`src/jlmp_pkg.sv`:
```
// joystick line parser package: byte codes, parse states, message kinds and widths
// used by joystick_line_to_motor_pwm_top; no dependencies
package jlmp_pkg;

	localparam int BYTE_W    = 8;
	localparam int VAL_W     = 16;
	localparam int ACC_W     = 17;
	localparam int THR_W     = 15;
	localparam int DUTY_W    = 10;
	localparam int KIND_W    = 2;
	localparam int CFG_IDX_W = 1;
	localparam int CFG_DAT_W = 15;
	localparam int PROD_W    = VAL_W + DUTY_W;

	localparam logic [BYTE_W-1:0] CH_NL    = 8'h0A;
	localparam logic [BYTE_W-1:0] CH_COLON = 8'h3A;
	localparam logic [BYTE_W-1:0] CH_G     = 8'h47;
	localparam logic [BYTE_W-1:0] CH_X     = 8'h58;
	localparam logic [BYTE_W-1:0] CH_Y     = 8'h59;
	localparam logic [BYTE_W-1:0] CH_PLUS  = 8'h2B;
	localparam logic [BYTE_W-1:0] CH_MINUS = 8'h2D;
	localparam logic [BYTE_W-1:0] CH_ZERO  = 8'h30;
	localparam logic [BYTE_W-1:0] CH_NINE  = 8'h39;
	localparam logic [BYTE_W-1:0] CH_SPACE = 8'h20;
	localparam logic [BYTE_W-1:0] CH_TAB   = 8'h09;
	localparam logic [BYTE_W-1:0] CH_VT    = 8'h0B;
	localparam logic [BYTE_W-1:0] CH_FF    = 8'h0C;
	localparam logic [BYTE_W-1:0] CH_CR    = 8'h0D;

	localparam logic [ACC_W-1:0] ACC_SAT = 17'd32768;
	localparam logic [VAL_W-1:0] VAL_MAX = 16'd32767;

	localparam logic [KIND_W-1:0] KIND_NONE = 2'd0;
	localparam logic [KIND_W-1:0] KIND_GX   = 2'd1;
	localparam logic [KIND_W-1:0] KIND_GY   = 2'd2;

	localparam logic [CFG_IDX_W-1:0] REG_DEADBAND   = 1'b0;
	localparam logic [CFG_IDX_W-1:0] REG_FULL_SCALE = 1'b1;

	localparam logic [THR_W-1:0]  DEADBAND_RST   = 15'd3277;
	localparam logic [DUTY_W-1:0] FULL_SCALE_RST = 10'd1023;

	typedef enum logic [3:0] {
		PH_NAME_START = 4'b0001,
		PH_NAME       = 4'b0010,
		PH_COLON      = 4'b0100,
		PH_VALUE      = 4'b1000
	} phase_t;

	typedef enum logic [4:0] {
		NP_NONE = 5'b00001,
		NP_G    = 5'b00010,
		NP_GX   = 5'b00100,
		NP_GY   = 5'b01000,
		NP_BAD  = 5'b10000
	} name_prog_t;

endpackage

```
`src/joystick_line_to_motor_pwm_top.sv`:
```
// a newline byte is held in the input register, then its result is written to the result
// register; other bytes give no result
// throughput: one byte per cycle, set by the combinational parse and duty path; a newline
// waits in the input register while the previous result is not yet accepted
// reset: parse state, held x/y/duty and valids clear; deadband 3277, full scale 1023
// joystick line parser and motor direction/pwm duty driver, depends on jlmp_pkg
module joystick_line_to_motor_pwm_top #(
	parameter int VALUE_FRACTION_BITS = 15
) (
	input  logic                               clk,
	input  logic                               arst_n,
	input  logic                               in_valid,
	output logic                               in_ready,
	input  logic [jlmp_pkg::BYTE_W-1:0]        rx_byte,
	output logic                               out_valid,
	input  logic                               out_ready,
	output logic signed [jlmp_pkg::VAL_W-1:0]  joystick_x,
	output logic signed [jlmp_pkg::VAL_W-1:0]  joystick_y,
	output logic [jlmp_pkg::KIND_W-1:0]        message_kind,
	output logic                               drive_forward,
	output logic                               drive_reverse,
	output logic [jlmp_pkg::DUTY_W-1:0]        pwm_duty,
	input  logic                               cfg_valid,
	output logic                               cfg_ready,
	input  logic [jlmp_pkg::CFG_IDX_W-1:0]     cfg_index,
	input  logic [jlmp_pkg::CFG_DAT_W-1:0]     cfg_data
);

	// config registers
	logic [jlmp_pkg::THR_W-1:0]  deadband_q;
	logic [jlmp_pkg::DUTY_W-1:0] full_scale_q;

	// input stage
	logic                        s1_valid_s1;
	logic [jlmp_pkg::BYTE_W-1:0] rx_s1;
	logic                        s1_go;
	logic                        is_nl;

	// parse state
	jlmp_pkg::phase_t            phase_q, phase_d;
	jlmp_pkg::name_prog_t        np_q, np_d;
	logic [jlmp_pkg::ACC_W-1:0]  acc_q, acc_d;
	logic                        neg_q, neg_d;
	logic                        fin_q, fin_d;
	logic                        started_q, started_d;
	logic                        value_en;
	logic                        is_digit, is_blank, is_sign;
	logic [19:0]                 acc_sum;

	// result
	logic signed [jlmp_pkg::VAL_W-1:0] held_x_q, held_y_q;
	logic [jlmp_pkg::DUTY_W-1:0]       held_duty_q;
	logic [jlmp_pkg::KIND_W-1:0]       kind_q, kind_d;
	logic                              fwd_q, rev_q;
	logic                              out_valid_q;

	logic signed [jlmp_pkg::VAL_W-1:0] val_d, y_new, x_new;
	logic signed [jlmp_pkg::ACC_W-1:0] y_ext, thr_ext;
	logic                              fwd_d, rev_d;
	logic [jlmp_pkg::VAL_W-1:0]        mag;
	logic [jlmp_pkg::PROD_W-1:0]       prod, scaled;
	logic [jlmp_pkg::DUTY_W-1:0]       duty_d;

	assign cfg_ready = 1'b1;

	always_ff @(posedge clk or negedge arst_n) begin
		if (!arst_n) begin
			deadband_q   <= jlmp_pkg::DEADBAND_RST;
			full_scale_q <= jlmp_pkg::FULL_SCALE_RST;
		end else if (cfg_valid && cfg_ready) begin
			case (cfg_index)
				jlmp_pkg::REG_DEADBAND:   deadband_q   <= cfg_data[jlmp_pkg::THR_W-1:0];
				jlmp_pkg::REG_FULL_SCALE: full_scale_q <= cfg_data[jlmp_pkg::DUTY_W-1:0];
				default: ;
			endcase
		end
	end

	assign is_nl    = (rx_s1 == jlmp_pkg::CH_NL);
	assign s1_go    = s1_valid_s1 && (!is_nl || !out_valid_q || out_ready);
	assign in_ready = !s1_valid_s1 || s1_go;

	always_ff @(posedge clk or negedge arst_n) begin
		if (!arst_n) begin
			s1_valid_s1 <= 1'b0;
		end else if (in_ready) begin
			s1_valid_s1 <= in_valid;
		end
	end

	always_ff @(posedge clk) begin
		if (in_ready && in_valid) begin
			rx_s1 <= rx_byte;
		end
	end

	// byte classes for the value field
	assign is_digit = (rx_s1 >= jlmp_pkg::CH_ZERO) && (rx_s1 <= jlmp_pkg::CH_NINE);
	assign is_blank = (rx_s1 == jlmp_pkg::CH_SPACE) || (rx_s1 == jlmp_pkg::CH_TAB) ||
		(rx_s1 == jlmp_pkg::CH_VT) || (rx_s1 == jlmp_pkg::CH_FF) ||
		(rx_s1 == jlmp_pkg::CH_CR);
	assign is_sign  = (rx_s1 == jlmp_pkg::CH_PLUS) || (rx_s1 == jlmp_pkg::CH_MINUS);
	assign acc_sum  = {acc_q, 3'b000} + {2'b00, acc_q, 1'b0} +
		{12'd0, rx_s1 - jlmp_pkg::CH_ZERO};

	always_comb begin
		phase_d   = phase_q;
		np_d      = np_q;
		acc_d     = acc_q;
		neg_d     = neg_q;
		fin_d     = fin_q;
		started_d = started_q;
		value_en  = 1'b0;
		if (is_nl) begin
			phase_d   = jlmp_pkg::PH_NAME_START;
			np_d      = jlmp_pkg::NP_NONE;
			acc_d     = '0;
			neg_d     = 1'b0;
			fin_d     = 1'b0;
			started_d = 1'b0;
		end else begin
			case (phase_q)
				jlmp_pkg::PH_NAME_START: begin
					if (rx_s1 != jlmp_pkg::CH_COLON) begin
						phase_d = jlmp_pkg::PH_NAME;
						np_d    = (rx_s1 == jlmp_pkg::CH_G) ? jlmp_pkg::NP_G : jlmp_pkg::NP_BAD;
					end
				end
				jlmp_pkg::PH_NAME: begin
					if (rx_s1 == jlmp_pkg::CH_COLON) begin
						phase_d = jlmp_pkg::PH_COLON;
					end else if (np_q == jlmp_pkg::NP_G) begin
						np_d = (rx_s1 == jlmp_pkg::CH_X) ? jlmp_pkg::NP_GX :
							(rx_s1 == jlmp_pkg::CH_Y) ? jlmp_pkg::NP_GY : jlmp_pkg::NP_BAD;
					end else begin
						np_d = jlmp_pkg::NP_BAD;
					end
				end
				jlmp_pkg::PH_COLON: begin
					if (rx_s1 != jlmp_pkg::CH_COLON) begin
						phase_d  = jlmp_pkg::PH_VALUE;
						value_en = 1'b1;
					end
				end
				default: begin
					value_en = 1'b1;
				end
			endcase
			if (value_en && !fin_q) begin
				if (is_digit) begin
					started_d = 1'b1;
					acc_d     = (acc_sum > {3'b000, jlmp_pkg::ACC_SAT}) ?
						jlmp_pkg::ACC_SAT : acc_sum[jlmp_pkg::ACC_W-1:0];
				end else if (!started_q && is_blank) begin
					started_d = started_q;
				end else if (!started_q && is_sign) begin
					started_d = 1'b1;
					neg_d     = (rx_s1 == jlmp_pkg::CH_MINUS);
				end else begin
					fin_d = 1'b1;
				end
			end
		end
	end

	always_ff @(posedge clk or negedge arst_n) begin
		if (!arst_n) begin
			phase_q   <= jlmp_pkg::PH_NAME_START;
			np_q      <= jlmp_pkg::NP_NONE;
			acc_q     <= '0;
			neg_q     <= 1'b0;
			fin_q     <= 1'b0;
			started_q <= 1'b0;
		end else if (s1_go) begin
			phase_q   <= phase_d;
			np_q      <= np_d;
			acc_q     <= acc_d;
			neg_q     <= neg_d;
			fin_q     <= fin_d;
			started_q <= started_d;
		end
	end

	// line end: kind, value, direction and duty
	always_comb begin
		kind_d = jlmp_pkg::KIND_NONE;
		if (phase_q == jlmp_pkg::PH_COLON || phase_q == jlmp_pkg::PH_VALUE) begin
			if (np_q == jlmp_pkg::NP_GX) begin
				kind_d = jlmp_pkg::KIND_GX;
			end else if (np_q == jlmp_pkg::NP_GY) begin
				kind_d = jlmp_pkg::KIND_GY;
			end
		end
		if (neg_q) begin
			val_d = -$signed(acc_q[jlmp_pkg::VAL_W-1:0]);
		end else if (acc_q > {1'b0, jlmp_pkg::VAL_MAX}) begin
			val_d = jlmp_pkg::VAL_MAX;
		end else begin
			val_d = acc_q[jlmp_pkg::VAL_W-1:0];
		end
		x_new   = (kind_d == jlmp_pkg::KIND_GX) ? val_d : held_x_q;
		y_new   = (kind_d == jlmp_pkg::KIND_GY) ? val_d : held_y_q;
		y_ext   = {y_new[jlmp_pkg::VAL_W-1], y_new};
		thr_ext = {2'b00, deadband_q};
		fwd_d   = (y_ext > thr_ext);
		rev_d   = (y_ext < -thr_ext);
		mag     = y_new[jlmp_pkg::VAL_W-1] ? 16'(-y_new) : 16'(y_new);
		prod    = {{jlmp_pkg::DUTY_W{1'b0}}, mag} * {{jlmp_pkg::VAL_W{1'b0}}, full_scale_q};
		scaled  = prod >> VALUE_FRACTION_BITS;
		if (!(fwd_d || rev_d)) begin
			duty_d = held_duty_q;
		end else if (scaled > {{jlmp_pkg::VAL_W{1'b0}}, full_scale_q}) begin
			duty_d = full_scale_q;
		end else begin
			duty_d = scaled[jlmp_pkg::DUTY_W-1:0];
		end
	end

	always_ff @(posedge clk or negedge arst_n) begin
		if (!arst_n) begin
			held_x_q    <= '0;
			held_y_q    <= '0;
			held_duty_q <= '0;
			kind_q      <= jlmp_pkg::KIND_NONE;
			fwd_q       <= 1'b0;
			rev_q       <= 1'b0;
			out_valid_q <= 1'b0;
		end else if (s1_go && is_nl) begin
			held_x_q    <= x_new;
			held_y_q    <= y_new;
			held_duty_q <= duty_d;
			kind_q      <= kind_d;
			fwd_q       <= fwd_d;
			rev_q       <= rev_d;
			out_valid_q <= 1'b1;
		end else if (out_ready) begin
			out_valid_q <= 1'b0;
		end
	end

	assign out_valid     = out_valid_q;
	assign joystick_x    = held_x_q;
	assign joystick_y    = held_y_q;
	assign message_kind  = kind_q;
	assign drive_forward = fwd_q;
	assign drive_reverse = rev_q;
	assign pwm_duty      = held_duty_q;

	a_dir_exclusive: assert property (@(posedge clk) disable iff (!arst_n)
		out_valid |-> !(drive_forward && drive_reverse))
		else $error("forward and reverse both driven");

	a_kind_legal: assert property (@(posedge clk) disable iff (!arst_n)
		out_valid |-> (message_kind == jlmp_pkg::KIND_NONE ||
			message_kind == jlmp_pkg::KIND_GX || message_kind == jlmp_pkg::KIND_GY))
		else $error("illegal message kind");

	a_duty_bound: assert property (@(posedge clk) disable iff (!arst_n)
		(out_valid && (drive_forward || drive_reverse)) |-> (pwm_duty <= full_scale_q))
		else $error("duty above full scale");

	a_stall_cause: assert property (@(posedge clk) disable iff (!arst_n)
		!in_ready |-> (s1_valid_s1 && is_nl && out_valid_q && !out_ready))
		else $error("input stalled without a pending line result");

	a_parse_cleared: assert property (@(posedge clk) disable iff (!arst_n)
		(s1_go && is_nl) |=> (phase_q == jlmp_pkg::PH_NAME_START && acc_q == '0))
		else $error("parse state not cleared after line end");

endmodule

```
`config.mk`:
```
export PLATFORM = sky130hd
export DESIGN_NAME = joystick_line_to_motor_pwm_top
export DESIGN_NICKNAME = d
export VERILOG_FILES = /design/src/jlmp_pkg.sv /design/src/joystick_line_to_motor_pwm_top.sv
export SDC_FILE = /design/constraint.sdc
export NUM_CORES = 1
export LEC_CHECK = 0
export BUFFER_PORTS_ARGS = -buffer_cell sky130_fd_sc_hd__buf_2
export CORE_MARGIN = 10
export CORE_UTILIZATION = 64
export CTS_BUF_LIST = sky130_fd_sc_hd__clkbuf_16
export DETAILED_ROUTE_END_ITERATION = 10
export MAX_ROUTING_LAYER = met4
export PLACE_DENSITY = 0.83
export SLEW_MARGIN = 10
export SYNTH_ARGS = -nofsm -noshare
export SYNTH_HDL_FRONTEND = slang
export SYNTH_SLANG_ARGS = --single-unit
```
`constraint.sdc`:
```
create_clock -name clk -period 12.5 [get_ports clk]
set_clock_uncertainty 0.1 [all_clocks]
set_input_delay 1.875 -clock clk [delete_from_list [all_inputs] [get_ports clk]]
set_output_delay 1.875 -clock clk [all_outputs]
set_load 0.02 [all_outputs]
```
## Yosys cells after proc, flatten, opt, wreduce, memory -nomap -nowiden

Cells that the tools add are included.
Widths: inputs -> output; s select.

| operators by class | value |
|---|---|
| add/sub/neg operators | 6 |
| $mul | 1 |
| div/mod/pow operators | 0 |
| magnitude comparators | 7 |
| equality and inequality tests | 30 |
| shifts and indexed selects | 0 |
| muxes and demuxes | 45 |
| bitwise logic cells | 1 |
| reductions and logical operators | 40 |

Operators by type and width:

| kind | count |
|---|---|
| $mux 17 | 4 |
| $mux 16 | 4 |
| $eq 8x4->1 const B | 5 |
| $mux 5 | 7 |
| $eq 8x6->1 const B | 4 |
| $neg 16->16 | 2 |
| $mul 16x10->26 | 1 |
| $eq 8x7->1 const B | 3 |
| $add 20x18->20 | 1 |
| $add 20x8->20 | 1 |
| $gt 20x16->1 const B | 1 |
| $mux 1 | 19 |
| $gt 17x15->1 const B | 1 |
| $lt 16x17->1 | 1 |
| $neg 15->17 | 1 |
| $gt 16x16->1 | 1 |
| $mux 4 | 4 |
| $ne 3x3->1 const B | 5 |
| $reduce_and 5->1 | 3 |
| $pmux 4 s3 | 1 |
| $gt 11x10->1 | 1 |
| $logic_or 1x1->1 | 10 |
| $mux 10 | 1 |
| $pmux 5 s2 | 1 |
| 26 further kinds | 48 |

| word-level totals | value |
|---|---|
| register bits | 110 |
| bits in latches | 0 |
| RAM bits | 0 |
| memory bits (read-only) | 0 |
| input bits | 29 |
| output and inout port bits | 49 |
| logic and storage cells | 147 |
| memories kept | 0 |

## Longest topological paths before layout

| depth | value |
|---|---|
| depth in word-level cells | 11 |
| gate-level depth with buffers | 42 |
| mapped depth without buffers | 41 |

## Worst setup path after synthesis

OpenSTA, ideal clock, no wires.

| path | value |
|---|---|
| path kind | register -> register |
| from | reg acc_q[3] (netlist name) |
| to | reg held_duty_q, in the netlist pwm_duty[3] |
| library setup time | 0.125 ns |
| data arrival time | 9.129 ns |
| data required time | 12.275 ns |
| slack | 3.146 ns |
| cell stages (with the launch flop) | 37 |
| buffers on the path | 2 |
| period minus slack after synthesis | 9.354 ns |
| path through | dfrtp_1 > buf_6 > or4_4 > o41a_1 > a211oi_1 > a21oi_1 > mux2_4 > nand2b_4 > nor3_1 > nor2_1 > xor2_1 > nand2_1 > fa_1 > inv_1 > fa_1 > fa_1 > fa_1 > inv_1 > fa_1 > inv_1 > ha_1 > clkbuf_1 > and3_1 > and3_1 > nand4_1 > o211ai_1 > nor3_1 > a2111oi_1 > ha_1 > nand3_1 > o21ai_0 > a21o_1 > a21oi_1 > o21a_1 > o21ai_2 > mux2_2 > mux2_2 |

| between the ends | value |
|---|---|
| word-level cells in the longest chain between the ends | 9 |
| elaborated cells between the ends (all ways) | 14 |
| classes of those cells | 2 x add/sub; 1 x mul; 4 x order compare; 5 x mux; 2 x reduce/logical |

RTL lines:

| element | RTL line | text |
|---|---|---|
| from (decl) | joystick_line_to_motor_pwm_top.sv:42 | `logic [jlmp_pkg::ACC_W-1:0] acc_q, acc_d;` |
| from (signal assigned) | joystick_line_to_motor_pwm_top.sv:170 | `acc_q <= '0;` |
| from (signal assigned) | joystick_line_to_motor_pwm_top.sv:177 | `acc_q <= acc_d;` |
| $gt 17x15->1 | joystick_line_to_motor_pwm_top.sv:196 | `end else if (acc_q > {1'b0, jlmp_pkg::VAL_MAX}) begin` |
| $mux 16 | joystick_line_to_motor_pwm_top.sv:196 |  |
| $mux 16 * | joystick_line_to_motor_pwm_top.sv:194 | `if (neg_q) begin` |
| $mux 16 * | joystick_line_to_motor_pwm_top.sv:202 | `y_new = (kind_d == jlmp_pkg::KIND_GY) ? val_d : held_y_q;` |
| via y_new, one bit | joystick_line_to_motor_pwm_top.sv:57 | `logic signed [jlmp_pkg::VAL_W-1:0] val_d, y_new, x_new;` |
| $neg 16->16 | joystick_line_to_motor_pwm_top.sv:207 | `mag = y_new[jlmp_pkg::VAL_W-1] ? 16'(-y_new) : 16'(y_new);` |
| $mux 16 | joystick_line_to_motor_pwm_top.sv:207 |  |
| $mul 16x10->26 | joystick_line_to_motor_pwm_top.sv:208 | `prod = {{jlmp_pkg::DUTY_W{1'b0}}, mag} * {{jlmp_pkg::VAL_W{1'b0}}, full_scale_q};` |
| $gt 11x10->1 | joystick_line_to_motor_pwm_top.sv:212 | `end else if (scaled > {{jlmp_pkg::VAL_W{1'b0}}, full_scale_q}) begin` |
| $mux 10 | joystick_line_to_motor_pwm_top.sv:212 |  |
| to (signal assigned) | joystick_line_to_motor_pwm_top.sv:231 | `held_duty_q <= duty_d;` |
| to (decl) | joystick_line_to_motor_pwm_top.sv:52 | `logic [jlmp_pkg::DUTY_W-1:0] held_duty_q;` |

Mark *: on every way through the listed nets, which the timed path passes. The rest lies on a longest branch.
A chain may end at the register's enable or synchronous reset.

## Final worst setup path

| path | value |
|---|---|
| from | reg phase_q[1] |
| to | reg held_duty_q, in the netlist pwm_duty[3] |

| between the ends | value |
|---|---|
| word-level cells in the longest chain between the ends | 10 |
| elaborated cells between the ends (all ways) | 15 |
| classes of those cells | 1 x add/sub; 1 x mul; 3 x order compare; 3 x eq/ne; 4 x mux; 3 x reduce/logical |

RTL lines:

| element | RTL line | text |
|---|---|---|
| from (decl) | joystick_line_to_motor_pwm_top.sv:40 | `jlmp_pkg::phase_t phase_q, phase_d;` |
| from (signal assigned) | joystick_line_to_motor_pwm_top.sv:168 | `phase_q <= jlmp_pkg::PH_NAME_START;` |
| from (signal assigned) | joystick_line_to_motor_pwm_top.sv:175 | `phase_q <= phase_d;` |
| $eq 4x3->1 or $eq 4x4->1 (tied branches) | joystick_line_to_motor_pwm_top.sv:187 | `if (phase_q == jlmp_pkg::PH_COLON \|\| phase_q == jlmp_pkg::PH_VALUE) begin` |
| $logic_or 1x1->1 * | joystick_line_to_motor_pwm_top.sv:187 |  |
| $mux 2 * | joystick_line_to_motor_pwm_top.sv:187 |  |
| $eq 2x2->1 * | joystick_line_to_motor_pwm_top.sv:202 |  |
| $mux 16 * | joystick_line_to_motor_pwm_top.sv:202 |  |
| $neg 16->16 | joystick_line_to_motor_pwm_top.sv:207 |  |
| $mux 16 | joystick_line_to_motor_pwm_top.sv:207 |  |
| $mul 16x10->26 | joystick_line_to_motor_pwm_top.sv:208 |  |
| $gt 11x10->1 | joystick_line_to_motor_pwm_top.sv:212 |  |
| $mux 10 | joystick_line_to_motor_pwm_top.sv:212 |  |

Mark *: on every way between the ends. The rest lies on a longest branch, timed or not.

==> flow_summary.yaml <==
synthesis:
  synth_ff_type: "dfrtp_1"
  ys_warn_count: 0
  yosys-top-cells-area: "fa_1 (18%), dfrtp_1 (16%), ha_1 (13%)"
  ys_ff_latch: 110
  synthDistinctLibCells: 96
  ys_seq_area_frac: 0.214
  avgSynthCellArea_sq_um: 8.90
  synth_edf_count: 8
  async_reset_ff_frac: 0.927
  synth_top_area_cell: "fa_1"
  syn_area_sq_um: 13200
  synthCells: 1478
  synth_top_area_frac: 0.175
  syn-num-nets: 1759
floorplanning:
  rows: 52
  dieArea_sq_um: 26700
  dieHeight_microns: 163
  die_x_microns: 163
  core_sq_um: 20200
  ios: 78
  start_util: 0.650
global_routing:
  antenna_found_initial: 0
  grtUsageMet3: 0.0521
  busiest_layer: "met2"
  grt_max_degree: 75
  globalRouteMet2Util: 0.418
  first_global_vias: 11100
  grt_overflow: 0
  grt_pass1_wl_microns: 56400
  grt_use_total: 0.270
  met1_usage: 0.353
route:
  dr.first_iter.drc_count: 1043
  drc: 0
  drt-total-wl_microns: 34600
  avgRoutedWirePerCell_microns: 19.3
  vias_per_cell: 6.12
  vias: 11000
  drtPass1Iterations: 6
  ant_nets: 0
layout:
  fin_util: 0.690
  insertedDiodeCount: 0
  fillers: 1532
  mostFrequentLayoutCell: "nand2_1"
  final_design_area_no_fill_sq_um: 14000
  layout_common_cells: "nand2_1 (199), inv_1 (180), ha_1 (137)"
  drive_above_1_share: 0.119
  final_nets: 1797
  areaGrowthSynthToFinish_pct: 6.22
sta:
  max_freq_ghz: 0.0898
  rsz0062_at_grt: "no"
  fin_crit_sh: 0.891
  setup_tns_ps: 0
  setup_violations: 0
  drv_slew: 0
  relSlewSlack: 0.279
  worstMarginPinSlew_ps: 1080
  hold_violations: 0
  fin_crit_ps: 11140
critical_path:
  rr_worst_depth: 38
  critical_path.max_stage_delay_ps: 720
  cp_max_fo: 15
  crit_slowest_cell: "and3_1"
  cp-end-kind: "flip-flop"
  cp.required_ps: 12660
  worstSetupPathType: "reg2reg"
  rrSetupSlack_ps: 1360
  worst-endpoint-arrival_ps: 11300
  start_kind: "flip-flop"
cts:
  cts_hold_buf: 0
  cts_sinks: 110
  htreeDepth: 3
  cts-root-buf: "clkbuf_16"
  cts_tree: "built"
  cts_buffers: 9
  cts_buffer_depth: 2
  cts_setup_buffers: 0
  cts_resized: 0
  clk_pin_slew_ps: 80
  clk_latency_ps: 380
status:
  status: "complete, no violations"
placed_design:
  placed_area_sq_um: 13700
  gp_congestion: 0.978
  dp_hpwl_microns: 27300
  io_buffers: 76
power_and_ir_drop:
  internal_power_uw: 626
  p_seq_frac: 0.443
  powerDensity_nw_per_um2: 71.0
  combPwrFrac: 0.255
  p_switching_uw: 366
  ir_worst_vdd_mv: 0.0720
  power_leakage_nw: 7.55
  p_sw_frac: 0.369
  clockPowerShare: 0.301
  finalPower_uw: 992
job:
  cap_violations: 0
worst_hold_path:
  hold-path-cell-count: 2
  hold_path.class: "reg2reg"
per-layer routing:
| metal | share of wire | vias to the layer above |
|---|---|---|
| li1 | - | 5093 |
| met1 | 0.43 | 5290 |
| met2 | 0.46 | 515 |
| met3 | 0.087 | 71 |
| met4 | 0.024 | 0 |
| met5 | 0 | - |
path summary, 6_finish.rpt:
path,end,start
worst max-delay path,pwm_duty[3],phase_q[1]
worst min register to register,joystick_x[0],joystick_x[0]
min in group asynchronous,deadband_q[5],arst_n
worst max register to register,pwm_duty[3],phase_q[1]
max in group asynchronous,acc_q[9],arst_n
worst min-delay path,joystick_x[0],joystick_x[0]
cell usage after synthesis (4+ instances only):
library cell and instances:
mux2i_1 7, ha_1 137, a22o_1 10, dfrtp_1 83, nor3_1 24, nor2b_1 15, and4_1 7, edfxtp_1 8
nand2_1 199, a2111oi_0 4, nor4_1 8, a31o_2 4, xor2_1 10, nor4b_1 4, dfstp_2 19, o21a_1 10
buf_2 8, inv_1 180, a21o_1 29, a211oi_1 15, and2_1 86, fa_1 115, a21oi_1 43, nand4_1 18
o31ai_1 11, nor2_1 67, nand3_1 28, xnor2_1 33, o21ai_0 73, a31oi_1 20, nand4b_1 5, mux2_2 29
clkbuf_1 39, nand2b_1 12, o211ai_1 7, or2_2 6, or3_1 4, mux2_1 6, and3_1 14
cell families (layout without fill, tap and decap cells):
group | after synthesis | in the layout | synth area share
and+or+nand+nor | 521 | 521 | 0.202
AOI/OAI and AO/OA | 266 | 266 | 0.135
adders and majority gates | 252 | 252 | 0.305
buffers and inverters | 236 | 279 | 0.0700
DFF | 110 | 110 | 0.214
xor gates and xnor gates | 47 | 47 | 0.0344
muxes | 45 | 45 | 0.0385
other | 1 | 1 | 0.000285
through the flow:
step | hold slack (ps) | setup slack (ps) | std cells
finish | 378 | 1360 | 1791
CTS | 378 | 1510 | 1791
global placement | 352 | 1810 | 1775
detailed placement | 358 | 1550 | 1775
floorplan | 357 | 3150 | 1478
global route | 395 | 676 | 1791
power by group through the flow:
| stage | combinational (mW) | clock [mW] | sequential (mW) |
|---|---|---|---|
| finish | 0.253 | 0.299 | 0.440 |
| detailed placement | 0.246 | 0 | 0.443 |
| CTS | 0.250 | 0.301 | 0.436 |
| global placement | 0.241 | 0 | 0.441 |
| floorplan | 0.196 | 0 | 0.406 |
| global route | 0.281 | 0.311 | 0.442 |
cell type report:
type | count | area [sq um] | area share
well taps | 270 | 338 | 0.0242
clock buffers | 9 | 225 | 0.0161
multi-input cells | 1132 | 9410 | 0.674
inverters | 183 | 688 | 0.0493
repair buffers | 80 | 413 | 0.0296
clock inverters | 7 | 75.1 | 0.00537
flip-flops and latches | 110 | 2820 | 0.202
sequential cells by signal, indices dropped and copies added, names as in the netlist:
name,cells
neg_q,1
joystick_y,16
phase_q,4
acc_q,17
s1_valid_s1,1
drive_reverse,1
full_scale_q,10
pwm_duty,10
message_kind,2
fin_q,1
deadband_q,15
joystick_x,16
started_q,1
drive_forward,1
rx_s1,8
np_q,5
out_valid,1
worst max-delay path, delay by kind of cell, from the launching register on:
kind | cells | cell delay (ps)
muxes | 2 | 660
adders and majority gates | 8 | 3540
AOI/OAI and AO/OA | 13 | 2820
and+or+nand+nor | 9 | 1940
xor gates and xnor gates | 1 | 710
DFF | 1 | 480
buffers and inverters | 5 | 760
No activity file was read; power rests on OpenSTA's default activity.
